$ cat src/rtl/xcfc_pkg.sv
package xcfc_pkg;

   localparam logic [7:0] CHAR_NL = 8'd10;
   localparam logic [7:0] CHAR_CR = 8'd13;

   localparam logic [7:0] START_CHAR_RESET = 8'd65;
   localparam logic [7:0] DELIM_CHAR_RESET = 8'd42;

   localparam logic [1:0] ST_OK        = 2'd0;
   localparam logic [1:0] ST_MISMATCH  = 2'd1;
   localparam logic [1:0] ST_MALFORMED = 2'd2;

   // register indexes on the configuration port
   localparam logic REG_START_CHAR = 1'b0;
   localparam logic REG_DELIM_CHAR = 1'b1;

   localparam int PADDR_W = 3;

   typedef struct packed {
      logic [7:0] start_char;
      logic [7:0] delim_char;
   } cfg_type;

   typedef struct packed {
      logic       valid;
      logic [7:0] rx_byte;
   } item_type;

   typedef struct packed {
      logic       ok;
      logic [3:0] value;
   } hex_type;

   function automatic hex_type hex_decode(input logic [7:0] b);
      hex_type h;
      logic [7:0] d;
      h.ok    = 1'b0;
      h.value = 4'd0;
      d       = 8'd0;
      if (b >= 8'd48 && b <= 8'd57) begin
         d = b - 8'd48;
         h.ok = 1'b1;
      end else if (b >= 8'd65 && b <= 8'd70) begin
         d = b - 8'd55;
         h.ok = 1'b1;
      end else if (b >= 8'd97 && b <= 8'd102) begin
         d = b - 8'd87;
         h.ok = 1'b1;
      end
      h.value = d[3:0];
      return h;
   endfunction

endpackage

$ cat src/rtl/xcfc_csr.sv
module xcfc_csr (
   input  logic                         clock,
   input  logic                         reset,
   input  logic                         psel,
   input  logic                         penable,
   input  logic                         pwrite,
   input  logic [xcfc_pkg::PADDR_W-1:0] paddr,
   input  logic [31:0]                  pwdata,
   output logic [31:0]                  prdata,
   output logic                         pready,
   output xcfc_pkg::cfg_type            cfg
);
   import xcfc_pkg::*;

   cfg_type cfg_ff;
   cfg_type cfg_in;
   logic    wr_en;

   assign pready = 1'b1;
   assign wr_en  = psel && penable && pwrite;

   always_comb begin
      cfg_in = cfg_ff;
      if (wr_en) begin
         unique case (paddr[2])
            REG_START_CHAR: cfg_in.start_char = pwdata[7:0];
            REG_DELIM_CHAR: cfg_in.delim_char = pwdata[7:0];
            default:        cfg_in = cfg_ff;
         endcase
      end
   end

   always_ff @(posedge clock) begin
      if (reset) begin
         cfg_ff.start_char <= START_CHAR_RESET;
         cfg_ff.delim_char <= DELIM_CHAR_RESET;
      end else begin
         cfg_ff <= cfg_in;
      end
   end

   always_comb begin
      unique case (paddr[2])
         REG_START_CHAR: prdata = {24'd0, cfg_ff.start_char};
         REG_DELIM_CHAR: prdata = {24'd0, cfg_ff.delim_char};
         default:        prdata = 32'd0;
      endcase
   end

   assign cfg = cfg_ff;

endmodule

$ cat src/rtl/xcfc_in_stage.sv
module xcfc_in_stage (
   input  logic               clock,
   input  logic               reset,
   input  logic               req_valid,
   output logic               req_ready,
   input  logic [7:0]         req_rx_byte,
   input  logic               take,
   output xcfc_pkg::item_type item
);
   import xcfc_pkg::*;

   logic       valid_ff;
   logic       valid_in;
   logic [7:0] byte_ff;

   // refill in the same cycle the held request moves on
   assign req_ready = !valid_ff || take;
   assign valid_in  = (valid_ff && !take) || (req_valid && req_ready);

   always_ff @(posedge clock) begin
      if (reset) begin
         valid_ff <= 1'b0;
      end else begin
         valid_ff <= valid_in;
      end
   end

   always_ff @(posedge clock) begin
      if (req_valid && req_ready) begin
         byte_ff <= req_rx_byte;
      end
   end

   assign item.valid   = valid_ff;
   assign item.rx_byte = byte_ff;

endmodule

$ cat src/rtl/xcfc_frame.sv
module xcfc_frame (
   input  logic               clock,
   input  logic               reset,
   input  xcfc_pkg::cfg_type  cfg,
   input  xcfc_pkg::item_type item,
   output logic               take,
   output logic               rsp_valid,
   input  logic               rsp_ready,
   output logic [1:0]         rsp_status,
   output logic [7:0]         rsp_computed_xor,
   output logic [7:0]         rsp_received_sum
);
   import xcfc_pkg::*;

   typedef enum logic [1:0] {
      PH_IDLE,
      PH_PAYLOAD,
      PH_DIGITS
   } phase_type;

   phase_type  phase_ff, phase_in;
   logic [7:0] xor_ff, xor_in;
   logic [7:0] sent_ff, sent_in;
   logic [1:0] count_ff, count_in;
   logic       bad_ff, bad_in;

   logic       rsp_valid_ff, rsp_valid_in;
   logic [1:0] status_ff, status_in;
   logic [7:0] comp_ff;
   logic [7:0] recv_ff;
   logic       emit;
   hex_type    hex;
   logic [7:0] b;

   assign b    = item.rx_byte;
   assign hex  = hex_decode(b);
   assign take = item.valid && (!rsp_valid_ff || rsp_ready);

   always_comb begin
      phase_in  = phase_ff;
      xor_in    = xor_ff;
      sent_in   = sent_ff;
      count_in  = count_ff;
      bad_in    = bad_ff;
      emit      = 1'b0;
      status_in = ST_MALFORMED;
      if (count_ff != 2'd0 && !bad_ff && phase_ff == PH_DIGITS) begin
         status_in = (sent_ff == xor_ff) ? ST_OK : ST_MISMATCH;
      end
      if (take) begin
         unique case (phase_ff)
            PH_PAYLOAD, PH_DIGITS: begin
               if (b == CHAR_NL) begin
                  emit     = 1'b1;
                  phase_in = PH_IDLE;
                  xor_in   = 8'd0;
                  sent_in  = 8'd0;
                  count_in = 2'd0;
                  bad_in   = 1'b0;
               end else if (b == CHAR_CR) begin
                  phase_in = phase_ff;
               end else if (phase_ff == PH_PAYLOAD) begin
                  if (b == cfg.delim_char) begin
                     phase_in = PH_DIGITS;
                  end else begin
                     xor_in = xor_ff ^ b;
                  end
               end else if (!hex.ok || count_ff == 2'd2) begin
                  bad_in = 1'b1;
               end else begin
                  sent_in  = {sent_ff[3:0], hex.value};
                  count_in = count_ff + 2'd1;
               end
            end
            default: begin
               phase_in = PH_IDLE;
               if (b == cfg.start_char) begin
                  phase_in = PH_PAYLOAD;
                  xor_in   = 8'd0;
                  sent_in  = 8'd0;
                  count_in = 2'd0;
                  bad_in   = 1'b0;
               end
            end
         endcase
      end
   end

   assign rsp_valid_in = (rsp_valid_ff && !rsp_ready) || emit;

   always_ff @(posedge clock) begin
      if (reset) begin
         phase_ff     <= PH_IDLE;
         xor_ff       <= 8'd0;
         sent_ff      <= 8'd0;
         count_ff     <= 2'd0;
         bad_ff       <= 1'b0;
         rsp_valid_ff <= 1'b0;
      end else begin
         phase_ff     <= phase_in;
         xor_ff       <= xor_in;
         sent_ff      <= sent_in;
         count_ff     <= count_in;
         bad_ff       <= bad_in;
         rsp_valid_ff <= rsp_valid_in;
         if (emit) begin
            status_ff <= status_in;
            comp_ff   <= xor_ff;
            recv_ff   <= sent_ff;
         end
      end
   end

   assign rsp_valid        = rsp_valid_ff;
   assign rsp_status       = status_ff;
   assign rsp_computed_xor = comp_ff;
   assign rsp_received_sum = recv_ff;

endmodule

$ cat src/rtl/xcfc_top.sv
// Path: a request that ends a frame is held in the input register, then its response is
// set in the response register.
// Throughput: one request per cycle; the frame state is updated for each taken request. Input
// stalls only while a finished response waits on rsp_ready and the input register is full.
// Reset: synchronous, active high; clears frame state, both valid flags and restores
// start_char to 'A' and delim_char to '*'.
module xor_checksum_frame_checker_top (
   input  logic                         clock,
   input  logic                         reset,
   // request channel: one received character per request
   input  logic                         req_valid,
   output logic                         req_ready,
   input  logic [7:0]                   req_rx_byte,
   // response channel: one per completed frame
   output logic                         rsp_valid,
   input  logic                         rsp_ready,
   output logic [1:0]                   rsp_status,
   output logic [7:0]                   rsp_computed_xor,
   output logic [7:0]                   rsp_received_sum,
   // configuration port
   input  logic                         psel,
   input  logic                         penable,
   input  logic                         pwrite,
   input  logic [xcfc_pkg::PADDR_W-1:0] paddr,
   input  logic [31:0]                  pwdata,
   output logic [31:0]                  prdata,
   output logic                         pready
);
   import xcfc_pkg::*;

   cfg_type  cfg;
   item_type item;
   logic     take;

   // hold start and delimiter characters
   xcfc_csr u_csr (
      .clock   (clock),
      .reset   (reset),
      .psel    (psel),
      .penable (penable),
      .pwrite  (pwrite),
      .paddr   (paddr),
      .pwdata  (pwdata),
      .prdata  (prdata),
      .pready  (pready),
      .cfg     (cfg)
   );

   // register the incoming request; it can refill while a response waits
   xcfc_in_stage u_in_stage (
      .clock       (clock),
      .reset       (reset),
      .req_valid   (req_valid),
      .req_ready   (req_ready),
      .req_rx_byte (req_rx_byte),
      .take        (take),
      .item        (item)
   );

   // advance the frame parser and register the response
   xcfc_frame u_frame (
      .clock            (clock),
      .reset            (reset),
      .cfg              (cfg),
      .item             (item),
      .take             (take),
      .rsp_valid        (rsp_valid),
      .rsp_ready        (rsp_ready),
      .rsp_status       (rsp_status),
      .rsp_computed_xor (rsp_computed_xor),
      .rsp_received_sum (rsp_received_sum)
   );

   // a match report must carry equal sums
   a_ok_equal: assert property (@(posedge clock) disable iff (reset)
      (rsp_valid && rsp_status == ST_OK) |-> (rsp_computed_xor == rsp_received_sum))
      else $error("ok status with differing sums");

   // only defined status codes leave the block
   a_status_code: assert property (@(posedge clock) disable iff (reset)
      rsp_valid |-> (rsp_status == ST_OK || rsp_status == ST_MISMATCH ||
                     rsp_status == ST_MALFORMED))
      else $error("undefined status code");

   // an empty input register always accepts
   a_empty_ready: assert property (@(posedge clock) disable iff (reset)
      !item.valid |-> req_ready)
      else $error("input register empty but request refused");

   // drop every pending response on reset
   a_reset_clear: assert property (@(posedge clock)
      $past(reset) |-> (!rsp_valid && !item.valid))
      else $error("valid flag survived reset");

endmodule

$ cat config.mk
export PLATFORM = sky130hd
export DESIGN_NAME = xor_checksum_frame_checker_top
export DESIGN_NICKNAME = d
export VERILOG_FILES = /design/src/rtl/xcfc_pkg.sv /design/src/rtl/xcfc_csr.sv /design/src/rtl/xcfc_in_stage.sv /design/src/rtl/xcfc_frame.sv /design/src/rtl/xcfc_top.sv
export SDC_FILE = /design/constraint.sdc
export NUM_CORES = 1
export LEC_CHECK = 0
export BUFFER_PORTS_ARGS = -buffer_cell sky130_fd_sc_hd__buf_2
export CAP_MARGIN = 20
export CORE_MARGIN = 2
export CORE_UTILIZATION = 42
export DETAILED_ROUTE_END_ITERATION = 10
export GPL_ROUTABILITY_DRIVEN = 0
export GPL_TIMING_DRIVEN = 0
export PLACE_DENSITY = 0.71
export SLEW_MARGIN = 20
export SYNTH_ARGS = -nofsm -noshare
export SYNTH_HDL_FRONTEND = slang
export SYNTH_SLANG_ARGS = --single-unit
$ cat constraint.sdc
create_clock -name clock -period 3.79 [get_ports clock]
set_clock_uncertainty 0.2 [all_clocks]
set_input_delay 0.5685 -clock clock [delete_from_list [all_inputs] [get_ports clock]]
set_output_delay 0.5685 -clock clock [all_outputs]
set_load 0.03 [all_outputs]
# ---- After elaboration in Yosys (flattened, before gate mapping)
# Cells that the tools add are included.
dict set report totals {
  reg_bits 65
  elab_cells 113
  out_inout_bits 53
}
dict set report op_classes {
  eq_ne 15
  reduce_logical 32
  addsub 4
  bitwise 3
  n_lt_le_gt_ge 6
  n_mux 40
}
# cell count
set ops {}
lappend ops {{8-bit 2-to-1 mux} 11}
lappend ops {{32-bit case mux with 2 select lines} 1}
lappend ops {{8-bit equality test} 3}
lappend ops {{2-bit 2-to-1 mux} 11}
lappend ops {{8-bit by 4-bit equality test with 1-bit output, second input constant} 2}
lappend ops {{8-bit by 7-bit greater-or-equal comparator with 1-bit output, second input constant} 2}
lappend ops {{8-bit by 7-bit less-or-equal comparator with 1-bit output, second input constant} 2}
lappend ops {{5-bit AND reduction} 3}
lappend ops {{1-bit 2-to-1 mux} 14}
lappend ops {{4-bit 2-to-1 mux} 3}
lappend ops {{3-bit by 2-bit != test with 1-bit output, second input constant} 4}
lappend ops {{1-bit logical AND} 11}
lappend ops {{3-bit by 1-bit != test with 1-bit output, second input constant} 3}
lappend ops {{8-bit by 6-bit greater-or-equal comparator with 1-bit output, second input constant} 1}
lappend ops {{8-bit by 6-bit less-or-equal comparator with 1-bit output, second input constant} 1}
lappend ops {{4-bit by 3-bit subtractor with 4-bit output, second input constant} 2}
lappend ops {{8-bit bitwise XOR} 1}
lappend ops {{1-bit zero test} 6}
lappend ops {{2-bit AND reduction} 3}
lappend ops {{1-bit logical OR} 5}
lappend ops {{2-bit equality test, second input constant} 2}
lappend ops {{4-bit AND reduction} 1}
lappend ops {{2-bit nonzero test} 2}
lappend ops {{4-bit by 1-bit subtractor with 4-bit output, second input constant} 1}
lappend ops {{4 further kinds} 5}

# ---- Depth between registers and ports, before layout
# Gate-level depths: netlist of run 1.
dict set report logic_depth {
  depth_word 12
  ltp_mapped 9
  ltp_nobuf 7
}

# ---- Cells and area by module
# Synthesis of run 1 repeated with hierarchy kept, for this count alone.
dict set report hier_totals {
  hier_cells 330
  hier_area_um2 3628.5
}
# module cells_each seq_area_each_um2 area_each_um2 instances
set by_module_without_submodules {}
lappend by_module_without_submodules {xcfc_frame 211 980.9 2316.0 1}
lappend by_module_without_submodules {xcfc_csr 105 320.3 1009.7 1}
lappend by_module_without_submodules {xcfc_in_stage 14 260.2 302.8 1}

# ---- Worst setup path before layout of run 1
# Ideal clock, no wire load.
dict set report synth_timing {
  kind {register to register}
  start {register u_in_stage.byte_ff[0]}
  end {register u_frame.comp_ff[0], in the netlist u_frame.rsp_computed_xor[0], enable pin}
  synth_period_minus_slack_ns 3.482
  path_buffers 1
  path_stages_with_launch 6
  setup_slack_ns 0.308
  arrival_time_ns 2.841
  setup_time_ns 0.441
  path_cell_list {edfxtp_1 -> clkbuf_1 -> inv_1 -> ha_1 -> nand3_1 -> nor4_1}
}
dict set report synth_via {
  elab_chain_cells 5
}
# item line
set synth_rtl {}
lappend synth_rtl {{start, declared} xcfc_in_stage.sv:14} ;# logic [7:0] byte_ff;
lappend synth_rtl {{start signal, assigned} xcfc_in_stage.sv:30} ;# byte_ff <= req_rx_byte;
lappend synth_rtl {{8-bit by 4-bit equality test with 1-bit output} xcfc_frame.sv:53} ;# if (b == CHAR_NL) begin
lappend synth_rtl {{1-bit 2-to-1 mux} xcfc_frame.sv:53}
lappend synth_rtl {{1-bit 2-to-1 mux} xcfc_frame.sv:51} ;# unique case (phase_ff)
lappend synth_rtl {{1-bit 2-to-1 mux} xcfc_frame.sv:50} ;# if (take) begin
lappend synth_rtl {{2-bit AND reduction (no line)} -}
lappend synth_rtl {{end signal, assigned} xcfc_frame.sv:108} ;# comp_ff <= xor_ff;
lappend synth_rtl {{end, declared} xcfc_frame.sv:29} ;# logic [7:0] comp_ff;
# Every way passes these cells.
# A chain may end at the register's enable or synchronous reset.

# ---- Worst setup path after layout of run 1
dict set report layout_timing {
  start {register u_frame.phase_ff[0]}
  end {register u_frame.xor_ff[6]}
}
dict set report layout_via {
  elab_chain_cells 4
  word_cells_on_any_way 9
  cone_classes {eq/ne: 5; mux: 1; reduce/logical: 3}
}
# item line
set layout_rtl {}
lappend layout_rtl {{start, declared} xcfc_frame.sv:21} ;# phase_type phase_ff, phase_in;
lappend layout_rtl {{start signal, assigned} xcfc_frame.sv:100} ;# phase_ff <= phase_in;
lappend layout_rtl {{2-bit by 1-bit equality test with 1-bit output / 2-bit equality test (equally long branches)} {xcfc_frame.sv:51, xcfc_frame.sv:62}}
lappend layout_rtl {{2-bit OR reduction} xcfc_frame.sv:51}
lappend layout_rtl {{3-bit by 1-bit != test with 1-bit output (no line) (tied with other cells)} -}
lappend layout_rtl {{5-bit AND reduction (no line)} -}
lappend layout_rtl {{end signal, assigned} xcfc_frame.sv:101} ;# xor_ff <= xor_in;
lappend layout_rtl {{end, declared} xcfc_frame.sv:22} ;# logic [7:0] xor_ff, xor_in;
# Parallel ways exist; a longest one is shown, timed or not.

==> metrics.txt, run 1 <==
max-capacitance violation count 0; Root Buffer Master clkbuf_8; largest net degree at the start of global routing 11; ranking of synthesized cells by area dfxtp_1, edfxtp_1, xor2_1, buf_4, o41ai_1; crit-path max FO 10; CP delay by family, top compound AO/OA/AOI/OAI gates; status completed; FP Rows 32; fin nets 475; worst setup path startpoint u_frame.phase_ff[0]; synth unique cells 49; total wire length 7450 um; initial antenna violation count 0; total power 1500 uW; PortBufs 51; Remaining Overflow, GRT 0; DIE AREA 8770 um2; RSZ-0062 raised after global routing false; path type of the worst setup path reg -> reg; diodes inserted 0; vias in the first global route 2,441; max-slew violation count 0; Seq cells post-synth 65; layout cells sized above 1 26.8%; Via density 4.92; slowest stage cell, crit path o21ai_1; CP Capture Type flip-flop; CTS Buf Count 9; async set-reset flop share out of synthesis 0%; DR iter-0 viols 132; worst-margin pin slew 978 ps; Area Growth Syn to Fin 19.9%; min-delay src req_rx_byte[6]; final hold violation count 0; GRT Total Usage 17.4%; post-route ant nets 0; Fillers 732; beginning of the worst register-to-register path u_frame.phase_ff[0]; DP Area 3860 um2; Yosys top cell by area dfxtp_1; clk_lat worst skew 340 ps; top-area cell type share of the netlist area 23.1%; fin area 4050 um2; post-layout util 52.1%; Routed wire per std cell 14.2 um; Leakage Power 0.00178 uW; Tcrit/Tclk final 78.0%; ys flop type dfxtp_1; Sink Count 65; PD cells 371 nW/um2; YS warnings 0; CORE AREA 7770 um2; CP bufs+invs 2; detailed-route DRC error count 0; Initial DRT Pass Iterations 4; Seq/Total Area, Yosys 46.3%; CTS Buffer Depth 2; TritonCTS clock tree yes; EDFF count, synth 26; Fmax 0.338 GHz; cts repair resizes 0; Commonest cells post-synth dfxtp_1, buf_4, edfxtp_1; first-pass GRT wire length 11,800 um; worst hold path class in -> reg; setup bufs post-CTS 0; CTS hold repair buffers 0; max incr delay on CP 610 ps; top-count cell post-synth dfxtp_1; Critical Path AT 2970 ps; CP startpoint kind flip-flop; Initial Utilization 43.5%; Worst slew margin 34.6%; critical path, cell by cell inv_1 -> ha_1 -> nor4b_1 -> a41oi_1 -> o21ai_1 -> or4_1 -> buf_2 -> o41ai_1; die width 93.7 um; H-tree levels 3; io pins 103; Worst EP required 3800 ps; Synth Cell Area 3380 um2; die height 93.7 um; Synth Area per Inst 10.3 um2; IR drop worst, VDD 0.000247 V; gate count of the mapped netlist 329; fin crit period 2960 ps; detailed placement HPWL 5360 um; routed vias 2,571; Final Setup Violations 0; Clock transition at path regs 70 ps
[path summary, 6_finish.rpt]
check                                to  slack, ps  cells after the start
hold / removal    u_in_stage.byte_ff[6]        200                      1
setup reg to reg      u_frame.xor_ff[6]        830                      8
hold reg to reg          u_frame.bad_ff        260                      2
setup / recovery      u_frame.xor_ff[6]        830                      8
[per-stage QoR]
stage | hold WS [ps] | std cells | worst slack, ps | TNS, ps
3_5_place_dp | 250 | 507 | 903 | 0
4_1_cts | 184 | 523 | 867 | 0
6_report | 196 | 523 | 834 | 0
5_1_grt | 179 | 523 | 684 | 0
3_3_place_gp | 249 | 505 | -572 | -10790
2_1_floorplan | 234 | 352 | 308 | 0
[worst reg2reg max path, cell delays in order (launching register included)]
cell     delay, ps
dfxtp_1        350
inv_1           70
ha_1           410
nor4b_1        490
a41oi_1        200
o21ai_1        610
or4_1          200
buf_2          200
o41ai_1         90
[cells by family (layout without fill, tap and decap cells)]
logic type / Yosys count / after routing / synth area share [%]
adders and majority gates: 9 / 9 / 3.34
and+or+nand+nor: 96 / 96 / 15.4
buffers and inverters: 57 / 126 / 9.67
AOI/OAI and AO/OA: 56 / 56 / 12.6
xor gates and xnor gates: 25 / 25 / 6.49
muxes: 19 / 19 / 6.00
other: 2 / 25 / 0.222
DFF: 65 / 65 / 46.3
[layout make-up]
class	instances	area, um2	area share, %
Clock inverter	4	42.5	1.05
Clock buffer	12	145	3.58
Buffer	42	270	6.67
Inverter	15	56.3	1.39
Tap cell	102	128	3.15
Sequential cell	65	1560	38.6
Timing Repair Buffer	53	265	6.55
Multi-Input combinational cell	230	1580	39.0
[cells in the final DEF (no fill, tap or decap), types with 8 or more instances in the layout]
| cell type | netlist | routed |
|---|---|---|
| a21oi_1 | 10 | 10 |
| buf_2 | 5 | 58 |
| buf_4 | 26 | 26 |
| clkbuf_1 | 9 | 11 |
| clkbuf_8 | 0 | 10 |
| conb_1 | 2 | 25 |
| dfxtp_1 | 39 | 39 |
| edfxtp_1 | 26 | 26 |
| ha_1 | 9 | 9 |
| inv_1 | 15 | 15 |
| mux2_2 | 10 | 10 |
| mux2i_1 | 9 | 9 |
| nand2_1 | 22 | 22 |
| nand2b_1 | 8 | 8 |
| nand3_1 | 9 | 9 |
| nor2_1 | 20 | 20 |
| nor2b_1 | 14 | 14 |
| o41ai_1 | 16 | 16 |
| xor2_1 | 24 | 24 |
[report_power, final]
group	switching, uW	internal [uW]
combinational	116	67.4
sequential	10.9	736
clock	255	317
[routing by layer]
metal  share of wire (%)  wire length (um)  GRT usage (%)
met3                 5.2               391           5.38
met1                  45              3360           20.9
met2                  48              3600           29.8
met5                   0                 0              0
met4                 1.4               104           5.31
[registers in the layout, summed over array words and instances, names as in the netlist]
name,flops
u_frame.xor_ff,8
u_in_stage.byte_ff,8
u_csr.cfg,16
u_frame.rsp_valid,1
u_frame.sent_ff,8
u_frame.rsp_status,2
u_frame.rsp_computed_xor,8
u_frame.count_ff,2
u_frame.phase_ff,2
u_frame.bad_ff,1
u_in_stage.valid_ff,1
u_frame.rsp_received_sum,8
Note: power is estimated with default switching activity, not from simulation.
==> inputs of run 2 (changes only) <==
--- a/config.mk
+++ b/config.mk
@@ -12,7 +12,7 @@
 export DETAILED_ROUTE_END_ITERATION = 10
 export GPL_ROUTABILITY_DRIVEN = 0
 export GPL_TIMING_DRIVEN = 0
-export PLACE_DENSITY = 0.71
+export PLACE_DENSITY = 0.74
 export SLEW_MARGIN = 20
 export SYNTH_ARGS = -nofsm -noshare
 export SYNTH_HDL_FRONTEND = slang
==> constraint.sdc (replaced) <==
create_clock -name clock -period 2.4 [get_ports clock]
set_clock_uncertainty 0.2 [all_clocks]
set_input_delay 0.36 -clock clock [delete_from_list [all_inputs] [get_ports clock]]
set_output_delay 0.36 -clock clock [all_outputs]
set_load 0.03 [all_outputs]
==> run 2 against run 1 <==
  * Sequential share of layout area decreased by 5.4 points
  * Count of clock-buffer cells in the layout fell by 3
  * First-iteration DRC count down 17%
  * Final cell count grew 5.2%
  * Register-to-register slack lost 870 ps
  * Fmax is 21% higher
  * Non-clock buffer count up 27
  * Utilization is 8.4 points higher
  * Critical path depth shrank 1
  * Hold slack got worse by 160 ps
  * The run now ends with setup timing left
  * Highest routed layer unchanged
  * Power up 78%
  * Setup slack worse by 870 ps
==> metrics.txt, run 2 (synthesis gave the netlist of run 1 again) <==
FP Rows 32 (unchanged); CTS Buffer Depth 2 (unchanged); Initial Utilization 43.5% (unchanged); Largest register FFs 16 (unchanged); most frequent CP cell buf_6; GRT Total Usage 19.0% (+1.6 points); Clk pwr share 42.0% (+3.9 points); TritonCTS clock tree yes; post-placement worst setup slack -324 ps (-1230 ps); Hold Crit Endpoint u_in_stage.valid_ff; Setup WS post-layout -34.1 ps (-868 ps); Worst EP required 2450 ps (-1350 ps); RSZ-0062 raised after global routing true; DR iter-0 viols 109 (-17%); Area Growth Syn to Fin 39.3%; r2r worst-path depth 7 (-1); Reg2Reg Setup Slack -30 ps (-870 ps); PD cells 567 nW/um2 (+53%); initial antenna violation count 0 (unchanged); io pins 103 (unchanged); worst hold path class in -> reg; min-delay src req_valid; Comb power frac 13.9% (+1.7 points); Routed wire per std cell 15.0 um (+5.1%); total wire length 8230 um (+10%); IR drop worst, VDD 0.000501 V (+100%); PortBufs 51 (unchanged); worst-margin pin slew 1020 ps (+39.6 ps); CP startpoint kind flip-flop; Switching Fraction 24.9% (-0.50 points); commonest non-fill, non-tap cell in the layout buf_2; hold depth 3 (+2); Clock transition at path regs 70 ps (about the same); clk_lat worst skew 350 ps (about the same); CTS Buf Count 9 (unchanged); Sink Count 65 (unchanged); die height 93.7 um (unchanged); max incr delay on CP 410 ps (-200 ps); Leakage Power 0.00204 uW (+15%); max-capacitance violation count 0 (unchanged); Initial DRT Pass Iterations 4 (unchanged); CORE AREA 7770 um2 (unchanged); commonest non-fill, non-tap cells in the layout buf_2, buf_4, dfxtp_1; detailed placement HPWL 5340 um (-0.34%); Tcrit/Tclk final 101% (+23 points); status complete, but fails checks; crit-path max FO 8 (-2); Pint 2000 uW (+79%); Via density 5.03 (+2.3%); H-tree levels 3 (unchanged); max-slew violation count 0 (unchanged); Fillers 641 (-12%); critical path, cell by cell buf_6 -> nor4b_4 -> a31o_2 -> and3b_2 -> or4_4 -> buf_6 -> o41ai_2; vias in the first global route 2,680 (+9.8%); post-layout util 60.6% (+8.4 points); fin nets 502 (+5.7%); layout cells sized above 1 39.3% (+12 points); first-pass GRT wire length 12,700 um (+7.9%); final hold violation count 0 (unchanged); Critical Path AT 2490 ps (-480 ps); Worst slew margin 31.9% (-2.6 points); Final Setup Violations 8 (+8); Reg-to-Reg End u_frame.xor_ff[1]; Seq pwr share 44.1% (-5.6 points); DIE AREA 8770 um2 (unchanged); path type of the worst setup path reg -> reg; diodes inserted 0 (unchanged); routed vias 2,765 (+7.5%); post-route ant nets 0 (unchanged); Root Buffer Master clkbuf_8; NetSw 664 uW (+74%); largest net degree at the start of global routing 19 (+8); Remaining Overflow, GRT 0 (unchanged); fin crit period 2430 ps (-522 ps); failing checks setup timing; CP Capture Type flip-flop; detailed-route DRC error count 0 (unchanged); beginning of the worst register-to-register path u_in_stage.byte_ff[4]; Fmax 0.411 GHz (+21%); die width 93.7 um (unchanged); slowest stage cell, crit path or4_4
[run 2: timing repair]
action / CTS / global route
hold buffers: 8 / 0
pin swaps: 7 / 6
resized for setup: 36 / 23
endpoints found under the setup margin: 39 / 19
endpoints found under the hold margin: 8 / 0
buffers inserted: 15 / 7
[run 2: power by group through the flow]
stage	Clock [uW]	Sequential (uW)	Combinational (uW)
final	1120	1180	370
after global routing	1180	1180	394
after CTS	1130	1180	333
after detailed placement	0	1200	288
after global placement	0	1200	283
after floorplan	0	1200	224
[run 2: worst max-delay path: cells and delay by family (launching register included)]
kind	cells	cell delay [ps]
simple gates	3	1010
compound gates	2	450
flops	1	380
buf+inv	2	310
[run 2: metrics by stage]
step / hold slack [ps] / cell area, um2 / TNS [ps] / std cells / total power [uW]
detailed placement: 273 / 3870 / -9150 / 505 / 1490
global placement: 250 / 3870 / -8150 / 505 / 1490
floorplan: 234 / 3480 / 0 / 352 / 1420
global route: 40.5 / 4700 / -700 / 550 / 2760
finish: 38.5 / 4700 / -141 / 550 / 2670
CTS: 34.5 / 4510 / -116 / 543 / 2640
[run 2: worst max path at each step]
stage / startpoint / to / slack [ps] / depth (start not counted)
after floorplan: u_in_stage.byte_ff[0] / u_frame.sent_ff[0] / 0.8 / 8
after global placement: u_in_stage.byte_ff[1] / u_frame.sent_ff[0] / -300 / 7
after detailed placement: u_in_stage.byte_ff[1] / u_frame.sent_ff[0] / -320 / 7
after CTS: u_in_stage.byte_ff[0] / u_frame.sent_ff[0] / -40 / 9
after global routing: u_in_stage.byte_ff[4] / u_frame.xor_ff[1] / -120 / 7
final: u_in_stage.byte_ff[4] / u_frame.xor_ff[1] / -30 / 7
[run 2: final cells by class]
cell class | count | area [um2] | share of cell area (%)
buffer | 41 | 297 | 6.30
clock inverter | 7 | 118 | 2.50
multi-input combinational | 230 | 1890 | 40.1
clock buffer | 9 | 124 | 2.63
sequential | 65 | 1560 | 33.2
timing repair buffer | 81 | 529 | 11.3
inverter | 15 | 60.1 | 1.28
tap | 102 | 128 | 2.71
[run 2: routing by layer]
metal,GRT usage (%),share of wire (%),vias to the layer above
met5,0,0,-
met1,21.5,40,1323
li1,-,-,1343
met4,6.76,1.6,0
met3,4.74,5.2,14
met2,34.5,53,85
==> inputs of run 3 (changes only) <==
--- a/config.mk
+++ b/config.mk
@@ -7,13 +7,16 @@
 export LEC_CHECK = 0
 export BUFFER_PORTS_ARGS = -buffer_cell sky130_fd_sc_hd__buf_2
 export CAP_MARGIN = 20
+export CELL_PAD_IN_SITES_DETAIL_PLACEMENT = 1
+export CELL_PAD_IN_SITES_GLOBAL_PLACEMENT = 2
 export CORE_MARGIN = 2
-export CORE_UTILIZATION = 42
+export CORE_UTILIZATION = 29
 export DETAILED_ROUTE_END_ITERATION = 10
 export GPL_ROUTABILITY_DRIVEN = 0
 export GPL_TIMING_DRIVEN = 0
-export PLACE_DENSITY = 0.74
+export PLACE_DENSITY = 0.79
 export SLEW_MARGIN = 20
 export SYNTH_ARGS = -nofsm -noshare
 export SYNTH_HDL_FRONTEND = slang
+export SYNTH_HIERARCHICAL = 1
 export SYNTH_SLANG_ARGS = --single-unit
==> run 3 against run 2 <==
  * The run now ends clean
  * First-iteration DRC count decreased by 6.4%
  * Synthesized cell count increased by 0.30%
  * Sequential power about the same
  * Hold slack got worse by 22 ps
  * Power increased by 4.8%
  * Register-to-register slack improved by 50 ps
  * Fmax increased by 2.3%
  * Via count decreased by 1.0%
==> metrics.txt, run 3 <==
RSZ-0062 raised after global routing true; initial antenna violation count 0 (unchanged); worst setup path startpoint u_in_stage/byte_ff[7]; final hold violation count 0 (unchanged); CORE AREA 12,100 um2 (+56%); DR iter-0 viols 102 (-6.4%); detailed placement HPWL 6470 um (+21%); Worst EP required 2470 ps (+20 ps); CTS Buffer Depth 2 (unchanged); Sink Count 65 (unchanged); CP bufs+invs 1 (-1); ys flop type dfxtp_1; H-tree levels 3 (unchanged); gate count of the mapped netlist 330 (+0.30%); diodes inserted 0 (unchanged); Yosys top cell by area dfxtp_1; TritonCTS clock tree yes; max incr delay on CP 530 ps (+120 ps); slowest stage cell, crit path a2111oi_2; FP Rows 40 (+25%); PD cells 585 nW/um2 (+3.2%); commonest non-fill, non-tap cell in the layout buf_2; Critical Path AT 2450 ps (-40 ps); Root Buffer Master clkbuf_16; worst hold path class in -> reg; Leakage Power 0.00188 uW (-8.0%); Synth Cell Area 3630 um2 (+7.5%); Initial Utilization 30.0% (-14 points); critical path endpoint u_frame/xor_ff[0]; CP Capture Type flip-flop; first-pass GRT wire length 14,300 um (+13%); io pins 103 (unchanged); CP delay by family, top compound AO/OA/AOI/OAI gates; Synth Area per Inst 11.0 um2 (+7.2%); synth unique cells 57 (+16%); die width 116 um (+24%); PortBufs 51 (unchanged); Fillers 1,395 (+120%); top-area cell type share of the netlist area 21.5% (-1.6 points); detailed-route DRC error count 0 (unchanged); Seq. cell area 1560 um2 (unchanged); hold slack 17.0 ps (-21.5 ps); post-route ant nets 0 (unchanged); Remaining Overflow, GRT 0 (unchanged); total wire length 9100 um (+11%); Seq cells post-synth 65 (unchanged); routed vias 2,736 (-1.0%); Routed wire per std cell 15.0 um (about the same); IR drop worst, VDD 0.000401 V (-20%); Initial DRT Pass Iterations 4 (unchanged); max-capacitance violation count 0 (unchanged); Seq/Total Area, Yosys 43.0% (-3.2 points); DP Area 4200 um2 (+8.5%); worst-margin pin slew 663 ps (-354 ps); largest net degree at the start of global routing 20 (+1); beginning of the worst register-to-register path u_in_stage/byte_ff[7]; DIE AREA 13,400 um2 (+53%); crit-path max FO 8 (unchanged); Final Setup Violations 0 (-8); YS warnings 6 (+6); Largest register FFs 16 (unchanged); status completed; die height 116 um (+24%); Setup WS post-layout 19.9 ps (+54.0 ps); CP startpoint kind flip-flop; EDFF count, synth 26 (unchanged); layout cells sized above 1 38.2% (-1.1 points); Commonest cells post-synth dfxtp_1, buf_4, mux2i_1; Worst slew margin 55.7% (+24 points); fin nets 493 (-1.8%); critical path, cell by cell buf_4 -> xor2_1 -> nor4_1 -> a211o_2 -> a2111oi_2 -> mux2i_1; Fmax 0.420 GHz (+2.3%); commonest non-fill, non-tap cells in the layout buf_2, buf_4, dfxtp_1; Tcrit/Tclk final 99.2% (-2.3 points); GRT Total Usage 13.9% (-5.0 points); vias in the first global route 2,855 (+6.5%); area taken by multi-input logic gates 1880 um2 (-0.53%); Area Growth Syn to Fin 31.6%; clk_lat worst skew 330 ps (-20 ps); r2r worst-path depth 6 (-1); Reg2Reg Setup Slack 20 ps (+50 ps); Via density 4.50 (-10%); Reg-to-Reg End u_frame/xor_ff[0]; fin crit period 2380 ps (-54.0 ps); post-placement worst setup slack -274 ps (+49.9 ps); max-slew violation count 0 (unchanged); async set-reset flop share out of synthesis 0% (unchanged); Clock transition at path regs 50 ps (-20 ps); top-count cell post-synth dfxtp_1; CTS Buf Count 9 (unchanged); stages on the worst setup path 6 (-1); path type of the worst setup path reg -> reg; fin area 4770 um2 (+1.5%); ranking of synthesized cells by area dfxtp_1, edfxtp_1, mux2i_1, buf_4, xor2_1
## run 3: cell count changes in the layout (fill, tap and decap cells not counted), moves of 8 or more
cell,change
mux2i_1,+19
clkbuf_16,+9
xor2_1,-8
o211ai_1,+8
xnor2_1,+9
clkbuf_8,-9
o41ai_2,-12
nand2b_1,+13
nor2b_1,-14
a311o_1,+8
## run 3: worst min path at each step
stage                                    from                     to  slack, ps  cells past startpoint
after global placement    u_frame/count_ff[0]    u_frame/count_ff[0]        250                      2
after CTS                      req_rx_byte[1]  u_in_stage/byte_ff[1]          4                      1
after floorplan                         reset    u_in_stage/valid_ff        220                      1
final                          req_rx_byte[1]  u_in_stage/byte_ff[1]         20                      1
after detailed placement  u_frame/count_ff[0]    u_frame/count_ff[0]        260                      2
after global routing           req_rx_byte[1]  u_in_stage/byte_ff[1]         10                      1
## run 3: metal layers
layer / GRT usage, % / part of all wire [%] / up-vias
met4: 5.48 / 1.8 / 0
met3: 3.14 / 4.2 / 14
met1: 16.1 / 44 / 1311
li1: - / - / 1346
met2: 25.0 / 50 / 65
met5: 0 / 0 / -
## run 3: where the power goes
group          switching (uW)  total [uW]  internal [uW]  leakage [uW]
combinational             198         342            144       0.00120
clock                     479        1280            797      0.000138
sequential               16.3        1180           1160      0.000543
total                     693        2790           2100       0.00188
## run 3: metrics by stage
stage	power, uW	util, %	instances	TNS, ps
floorplan	1430	-	353	0
global placement	1500	34.6	572	-5130
detailed placement	1500	34.6	572	-7270
CTS	2800	38.1	600	0
global route	2900	39.4	608	-308
finish	2790	39.4	608	0
## run 3: worst register-to-register path, cell delays in order (launching register included)
cell	delay [ps]
edfxtp_1	500
buf_4	200
xor2_1	160
nor4_1	90
a211o_2	410
a2111oi_2	540
mux2i_1	220
## run 3: final cells by class
type	instances	area share, %
clock buffer	10	4.80
tap	168	4.40
clock inverter	6	1.26
timing repair buffer	72	9.36
multi-input combinational	230	39.3
inverter	11	0.891
sequential	65	32.7
buffer	46	7.26
## run 3: kinds of logic after synthesis
logic type	share of synthesized area, %
simple gates	13.0
other cells	0.207
mux	10.5
buf+inv	10.4
compound gates	13.7
fa+ha+maj	2.76
flops	43.0
xor+xnor	6.28
## run 3: timing repair
item / CTS / global route
endpoints found under the setup margin: 35 / 17
endpoints found under the hold margin: 7 / 0
pin swaps: 1 / 3
setup buffers: 5 / 9
resized for setup: 5 / 22
hold buffers: 7 / 0
